### src/rtl/msh_pkg.sv
package msh_pkg;

    localparam int DW        = 32;
    localparam int FB        = 16;
    localparam int MW        = 34;
    localparam int PW        = 2 * MW;
    localparam int PSW       = PW - FB;
    localparam int DVD_W     = 51;
    localparam int DVS_W     = 34;
    localparam int CFG_W     = 18;
    localparam int CFG_IDX_W = 2;
    localparam int NQ        = 3;

    typedef logic signed [DW-1:0]   data_t;
    typedef logic signed [DW+1:0]   wide_t;

    typedef struct packed {
        logic  flag;
        data_t val;
    } sat_res_t;

    typedef struct packed {
        logic busy;
        logic done;
    } div_stat_t;

    localparam logic [CFG_IDX_W-1:0] REG_OMEGA = 2'd0;
    localparam logic [CFG_IDX_W-1:0] REG_GAMMA = 2'd1;
    localparam logic [CFG_IDX_W-1:0] REG_HDX   = 2'd2;

    localparam data_t DMAX = {1'b0, {(DW-1){1'b1}}};
    localparam data_t DMIN = {1'b1, {(DW-1){1'b0}}};
    localparam wide_t WMAX = {2'b00, DMAX};
    localparam wide_t WMIN = {2'b11, DMIN};

    function automatic wide_t wext(input data_t x);
        return {{2{x[DW-1]}}, x};
    endfunction

    function automatic logic [MW-1:0] mag_of(input logic signed [MW-1:0] x);
        return x[MW-1] ? unsigned'(-x) : unsigned'(x);
    endfunction

    // Saturate a magnitude with a sign into the data range.
    function automatic sat_res_t sat_mag(input logic [PSW-1:0] p, input logic neg);
        sat_res_t        r;
        logic [PSW-1:0]  hi;
        hi     = {{(PSW-DW){1'b0}}, DMAX};
        r.flag = 1'b0;
        if (neg) begin
            if (p > hi) begin
                r.flag = (p > hi + 1'b1);
                r.val  = DMIN;
            end
            else begin
                r.val = data_t'(~p[DW-1:0] + 1'b1);
            end
        end
        else if (p > hi) begin
            r.flag = 1'b1;
            r.val  = DMAX;
        end
        else begin
            r.val = data_t'(p[DW-1:0]);
        end
        return r;
    endfunction

    function automatic sat_res_t sat_wide(input wide_t v);
        sat_res_t r;
        r.flag = 1'b0;
        if (v > WMAX) begin
            r.flag = 1'b1;
            r.val  = DMAX;
        end
        else if (v < WMIN) begin
            r.flag = 1'b1;
            r.val  = DMIN;
        end
        else begin
            r.val = data_t'(v[DW-1:0]);
        end
        return r;
    endfunction

endpackage

### src/rtl/msh_div.sv
module msh_div import msh_pkg::*; (
    input  logic             clk,
    input  logic             rst_n,
    input  logic             start,
    input  logic [DVD_W-1:0] dividend,
    input  logic [DVS_W-1:0] divisor,
    output div_stat_t        stat,
    output logic [DVD_W-1:0] quotient
);

    localparam int CNT_W = $clog2(DVD_W + 1);

    logic [DVS_W-1:0] rem_reg;
    logic [DVD_W-1:0] quo_reg;
    logic [DVS_W-1:0] dvs_reg;
    logic [CNT_W-1:0] cnt_reg;
    logic             busy_reg;
    logic             done_reg;

    logic [DVS_W:0]   trial;
    logic [DVS_W:0]   diff;
    logic             ge;
    logic [DVS_W-1:0] rem_next;

    always_comb
    begin
        trial    = {rem_reg, quo_reg[DVD_W-1]};
        diff     = trial - {1'b0, dvs_reg};
        ge       = (trial >= {1'b0, dvs_reg});
        rem_next = ge ? diff[DVS_W-1:0] : trial[DVS_W-1:0];
    end

    always_ff @(posedge clk or negedge rst_n)
    begin
        if (!rst_n)
        begin
            busy_reg <= 1'b0;
            done_reg <= 1'b0;
            cnt_reg  <= '0;
        end
        else
        begin
            done_reg <= 1'b0;
            if (start)
            begin
                rem_reg  <= '0;
                quo_reg  <= dividend;
                dvs_reg  <= divisor;
                cnt_reg  <= CNT_W'(DVD_W);
                busy_reg <= 1'b1;
            end
            else if (busy_reg)
            begin
                rem_reg <= rem_next;
                quo_reg <= {quo_reg[DVD_W-2:0], ge};
                cnt_reg <= cnt_reg - 1'b1;
                if (cnt_reg == CNT_W'(1))
                begin
                    busy_reg <= 1'b0;
                    done_reg <= 1'b1;
                end
            end
        end
    end

    assign stat.busy = busy_reg;
    assign stat.done = done_reg;
    assign quotient  = quo_reg;

endmodule

### config.mk
export PLATFORM = sky130hd
export DESIGN_NAME = msh_div
export DESIGN_NICKNAME = d
export VERILOG_FILES = /design/src/rtl/msh_pkg.sv /design/src/rtl/msh_div.sv
export SDC_FILE = /design/constraint.sdc
export NUM_CORES = 1
export LEC_CHECK = 0
export ABC_AREA = 1
export BUFFER_PORTS_ARGS = -buffer_cell sky130_fd_sc_hd__buf_2
export CAP_MARGIN = 20
export CORE_ASPECT_RATIO = 1.25
export CORE_MARGIN = 2
export CORE_UTILIZATION = 50
export DETAILED_ROUTE_END_ITERATION = 8
export PLACE_DENSITY = 0.83
export SYNTH_ARGS = -nofsm -noshare
export SYNTH_HDL_FRONTEND = slang
export SYNTH_SLANG_ARGS = --single-unit
### constraint.sdc
create_clock -name clk -period 5.96 [get_ports clk]
set_input_delay 0.596 -clock clk [delete_from_list [all_inputs] [get_ports clk]]
set_output_delay 0.596 -clock clk [all_outputs]
set_load 0.01 [all_outputs]
# [Word level (Yosys, flattened, before mapping)]
# Index checks and enable logic that the tools add are counted.
[word_totals] regBits=127 out_inout_bits=53 elab_cells=25
[op_classes] add_sub_neg=2 magnitude_cmp=1 n_eq_ne=1 muxes=12 reduce_logical=3
[op_table] cell="51-bit 2-to-1 mux" count=2
[op_table] cell="34-bit 2-to-1 mux" count=2
[op_table] cell="35-bit by 34-bit greater-or-equal comparator with 1-bit output" count=1
[op_table] cell="34-bit subtractor" count=1
[op_table] cell="6-bit 2-to-1 mux" count=2
[op_table] cell="6-bit by 1-bit == test with 1-bit output (second input constant)" count=1
[op_table] cell="1-bit 2-to-1 mux" count=6
[op_table] cell="6-bit by 1-bit subtractor with 6-bit output (second input constant)" count=1
[op_table] cell="2-bit AND reduction" count=2
[op_table] cell="2-bit nonzero test" count=1

# [Longest topological paths before layout]
[depth] word_depth=4 depth_mapped=17 mapped_depth_nobuf=17

# [Least setup slack after synthesis]
# Ideal clock, no wire load.
[synth_path] path_kind="in2reg" startpoint="in start" endpoint="reg quo_reg[0], in the netlist quotient[0] (enable)" setup_time_ns=0.460 arrival_time_ns=3.198 setup_slack_ns=2.302 path_stages=4 path_buffers=2 path_cell_list="nor2_1 > clkbuf_1 > clkbuf_1 > nor2_1"
[synth_via] elab_chain_len=2
[synth_lines] item="start, declared" line="msh_div.sv:4" text="input logic start,"
[synth_lines] item="2-bit nonzero test (no source line)"
[synth_lines] item="2-bit AND reduction (no source line)"
[synth_lines] item="end signal, assigned" line="msh_div.sv:47" text="quo_reg <= dividend;"
[synth_lines] item="end signal, assigned" line="msh_div.sv:55" text="quo_reg <= {quo_reg[DVD_W-2:0], ge};"
[synth_lines] item="end, declared" line="msh_div.sv:14" text="logic [DVD_W-1:0] quo_reg;"
# No other way between the ends.
# A chain may end at the register's enable or synchronous reset.

# [Final worst setup path]
[layout_path] startpoint="reg rem_reg[25]" endpoint="reg rem_reg[24], data pin"
[layout_via] elab_chain_len=3
[layout_lines] item="start, declared" line="msh_div.sv:13" text="logic [DVS_W-1:0] rem_reg;"
[layout_lines] item="start signal, assigned" line="msh_div.sv:54" text="rem_reg <= rem_next;"
[layout_lines] item="35-bit by 34-bit greater-or-equal comparator with 1-bit output" line="msh_div.sv:29" text="ge = (trial >= {1'b0, dvs_reg});"
[layout_lines] item="34-bit 2-to-1 mux" line="msh_div.sv:30" text="rem_next = ge ? diff[DVS_W-1:0] : trial[DVS_W-1:0];"
[layout_lines] item="34-bit 2-to-1 mux" line="msh_div.sv:52" text="else if (busy_reg)"
# No other way between the ends.

==> key figures <==
Logic synthesis
  • Syn avg cell area: 7.47 sq um
  • Cells after synthesis: roughly 1,100
  • Syn. warnings: 0
  • Cell variety after synth: 36
  • Synth Register Bits: about 130
  • Async SR Flop Fraction: under 10%
  • Synthesized net count: ~1,200
  • Main flop type after synthesis: edfxtp_1
  • Seq/Total Area, Yosys: around 45%
  • Cell area after synthesis: between 8000 and 9000 sq um
  • Number of enable flip-flop cells after synthesis: about 120

Layout
  • Most frequent cells in the layout: 470 x nand2_1, 188 x inv_1, 140 x buf_2
  • Inserted Diodes: 0
  • Max FFs per register: 51
  • Fillers: between 1,500 and 2,000
  • # nets final: 1,383
  • Most common cell after layout, fill and taps aside: nand2_1
  • Non-Filler Instances: between 1,000 and 1,500
  • Layout cells sized above 1: between 10% and 20%
  • Layout area overhead: 17.0%

Die
  • Num ports: 141
  • Chip width: roughly 120 microns
  • Row Count: 52
  • Starting density of the core: approximately half
  • Area of the core: between 15,000 and 20,000 sq um
  • Die area: 17,800 sq um
  • Die Height: around 150 microns

Worst setup path
  • Crit path max fanout: 37
  • CP Depth: 11
  • CP Capture Type: register
  • Reg2Reg Depth: 11
  • Startpoint types: register
  • Critical Path RT: ~6.2 ns
  • Worst-path cell chain: ha_1, nand2_1, nor2_4, nand2_2, nor2_2, nor3b_4, nor2_4, nand2_8, nand2_1, nand3_1, o21ai_1
  • Critical path's top delay family: simple AND/OR/NAND/NOR gates
  • Crit path DAT: 3.30 ns
  • Kind of critical path: register to register
  • Crit-path max cell delay: about 0.79 ns
  • Critical path's slowest cell: nor2_4
  • Worst Path Buf+Inv: 0

Detailed routing
  • Vias post-DR: approximately 7,500
  • DRT iter0 DRCs: 502
  • Met2 WL: roughly 11,000 microns
  • Vias per inst: slightly above 5
  • TritonRoute pass-1 iters: 6
  • DR WL/cell: between 10 and 15 microns
  • Met3 routed WL: around 1500 microns
  • Post-DRT Antenna Nets: 0
  • Routed length on met1: 8540 microns
  • Top layer in use: met4
  • Drt drc: 0
  • WL final: between 20,000 and 25,000 microns

Clock tree
  • H-Tree Depth: 4
  • CTS Hold Bufs: 0
  • Max Root-Sink Buffers: 2
  • Clock Latency Late Sink: around 0.43 ns
  • CTS root buffer: clkbuf_16
  • CTS Buf Count: 17
  • CTS clk-pin slew, worst paths: approximately 0.06 ns
  • Cts repair resizes: 0
  • Buffer count from post-CTS setup fixing: 0
  • CTS tree: yes
  • CTS Sinks: 127

Worst hold path
  • Worst Hold Class: input pin to async pin

STA
  • Number of hold violations in the final report: 0
  • Final Skew: 0.0161 ns
  • Fin crit period: around 3.0 ns
  • Slew @ Worst Pin: about 1.1 ns
  • Final Slew Violations: 0
  • Setup TNS: 0 ns
  • Max-slew headroom at the worst pin: roughly 29%
  • F_max: between 0.3 and 0.4 GHz
  • Final setup viols: 0
  • RSZ-0062 raised after global routing: false
  • Final period util: between 50% and 60%

Placement
  • Hpwl dp: 15,900 microns
  • Dpl cells: 1,455
  • Final GP Congestion: slightly below 1
  • Port-buffer cells: 140

Power
  • Power per cell area: approximately 300 nW/um^2
  • Leak pwr: between 0.005 and 0.006 uW
  • Worst vdd ir: 0.192 mV

Flow run
  • Max-cap violations: 0

Global route
  • Grt ovf: 0
  • Largest net degree at the start of global routing: 58
  • Antenna violations before repair: 0
  • Total track usage: between 20 and 30%
  • First-pass GRT wire length: about 35,000 microns
  • Vias in the first global route: ~7,500

Run status
  • Outcome: finished clean
per-stage QoR:
step           cell area [sq um]  power (uW)  hold slack (ns)  setup slack, ns  utilization (%)
2_1_floorplan               8370        1770            0.300             2.30                -
3_3_place_gp                9250        1970            0.470             3.12             56.9
3_5_place_dp                9250        1990            0.473             3.02             56.9
4_1_cts                     9790        2970            0.271             3.00             60.2
5_1_grt                     9790        3130            0.287             2.75             60.2
6_report                    9790        2950            0.287             2.92             60.2
final timing paths:
check                              end  slack (ns)   startpoint
max reg2reg                rem_reg[24]        2.92  rem_reg[25]
min reg2reg                 cnt_reg[3]        0.48   cnt_reg[3]
min                         cnt_reg[3]        0.29        rst_n
min in group clk           dvs_reg[29]        0.34  divisor[29]
max                        rem_reg[24]        2.92  rem_reg[25]
max in group asynchronous   cnt_reg[1]        5.26        rst_n
cell usage after synthesis (4+ instances only):
| cell | n | area share, % |
|---|---|---|
| buf_2 | 7 | 0.42 |
| nor3_1 | 4 | 0.24 |
| clkbuf_1 | 12 | 0.54 |
| nand2_2 | 6 | 0.45 |
| nand3b_1 | 17 | 1.5 |
| nand2_1 | 470 | 21 |
| nor2_2 | 7 | 0.52 |
| o21ai_1 | 20 | 1.2 |
| dfrtp_1 | 8 | 2.4 |
| nand4_1 | 6 | 0.45 |
| buf_4 | 4 | 0.36 |
| nor2_1 | 52 | 2.3 |
| nand3_1 | 82 | 4.9 |
| o21bai_1 | 4 | 0.36 |
| ha_1 | 36 | 5.4 |
| o21ai_0 | 8 | 0.48 |
| a21oi_1 | 23 | 1.4 |
| xnor2_1 | 16 | 1.7 |
| edfxtp_1 | 119 | 43 |
| inv_2 | 8 | 0.36 |
| inv_1 | 188 | 8.4 |
final cells by class:
cell class              count  area (sq um)  share of cell area, %
multi-input cells         768          3710                   37.9
inverters                 197           739                   7.55
flip-flops and latches    127          3770                   38.5
clock buffers              20           447                   4.56
repair buffers            147           753                   7.69
clock inverters            11          95.1                  0.971
well taps                 216           270                   2.76
metal layers:
layer,GRT usage [%],vias up
met5,0,-
met4,9.88,0
met3,5.18,30
met2,45.1,266
met1,29.2,3413
li1,-,3776
logic make-up (layout without fill, tap and decap cells):
family / count (synthesis) / in the layout / synth area share, %
adder cells (fa/ha/maj): 37 / 37 / 5.62
flip-flops: 127 / 127 / 45.1
AO/OA/AOI/OAI: 57 / 57 / 3.57
XOR/XNOR: 19 / 19 / 1.99
buffers and inverters: 226 / 375 / 10.7
AND/OR/NAND/NOR: 655 / 655 / 33.0
where the power goes:
group	total (uW)	leakage [uW]	internal, uW	switching (uW)
logic	854	0.00363	308	546
registers	1130	0.00126	1080	45.3
clock network	968	0.000262	579	389
total	2950	0.00516	1970	980
worst reg2reg max path, cell delays in order (launching register included):
cell      delay, ns
edfxtp_1       0.44
ha_1           0.41
nand2_1        0.20
nor2_4         0.06
nand2_2        0.08
nor2_2         0.05
nor3b_4        0.15
nor2_4         0.79
nand2_8        0.33
nand2_1        0.18
nand3_1        0.08
o21ai_1        0.11
No activity file was read; power rests on OpenSTA's default activity.
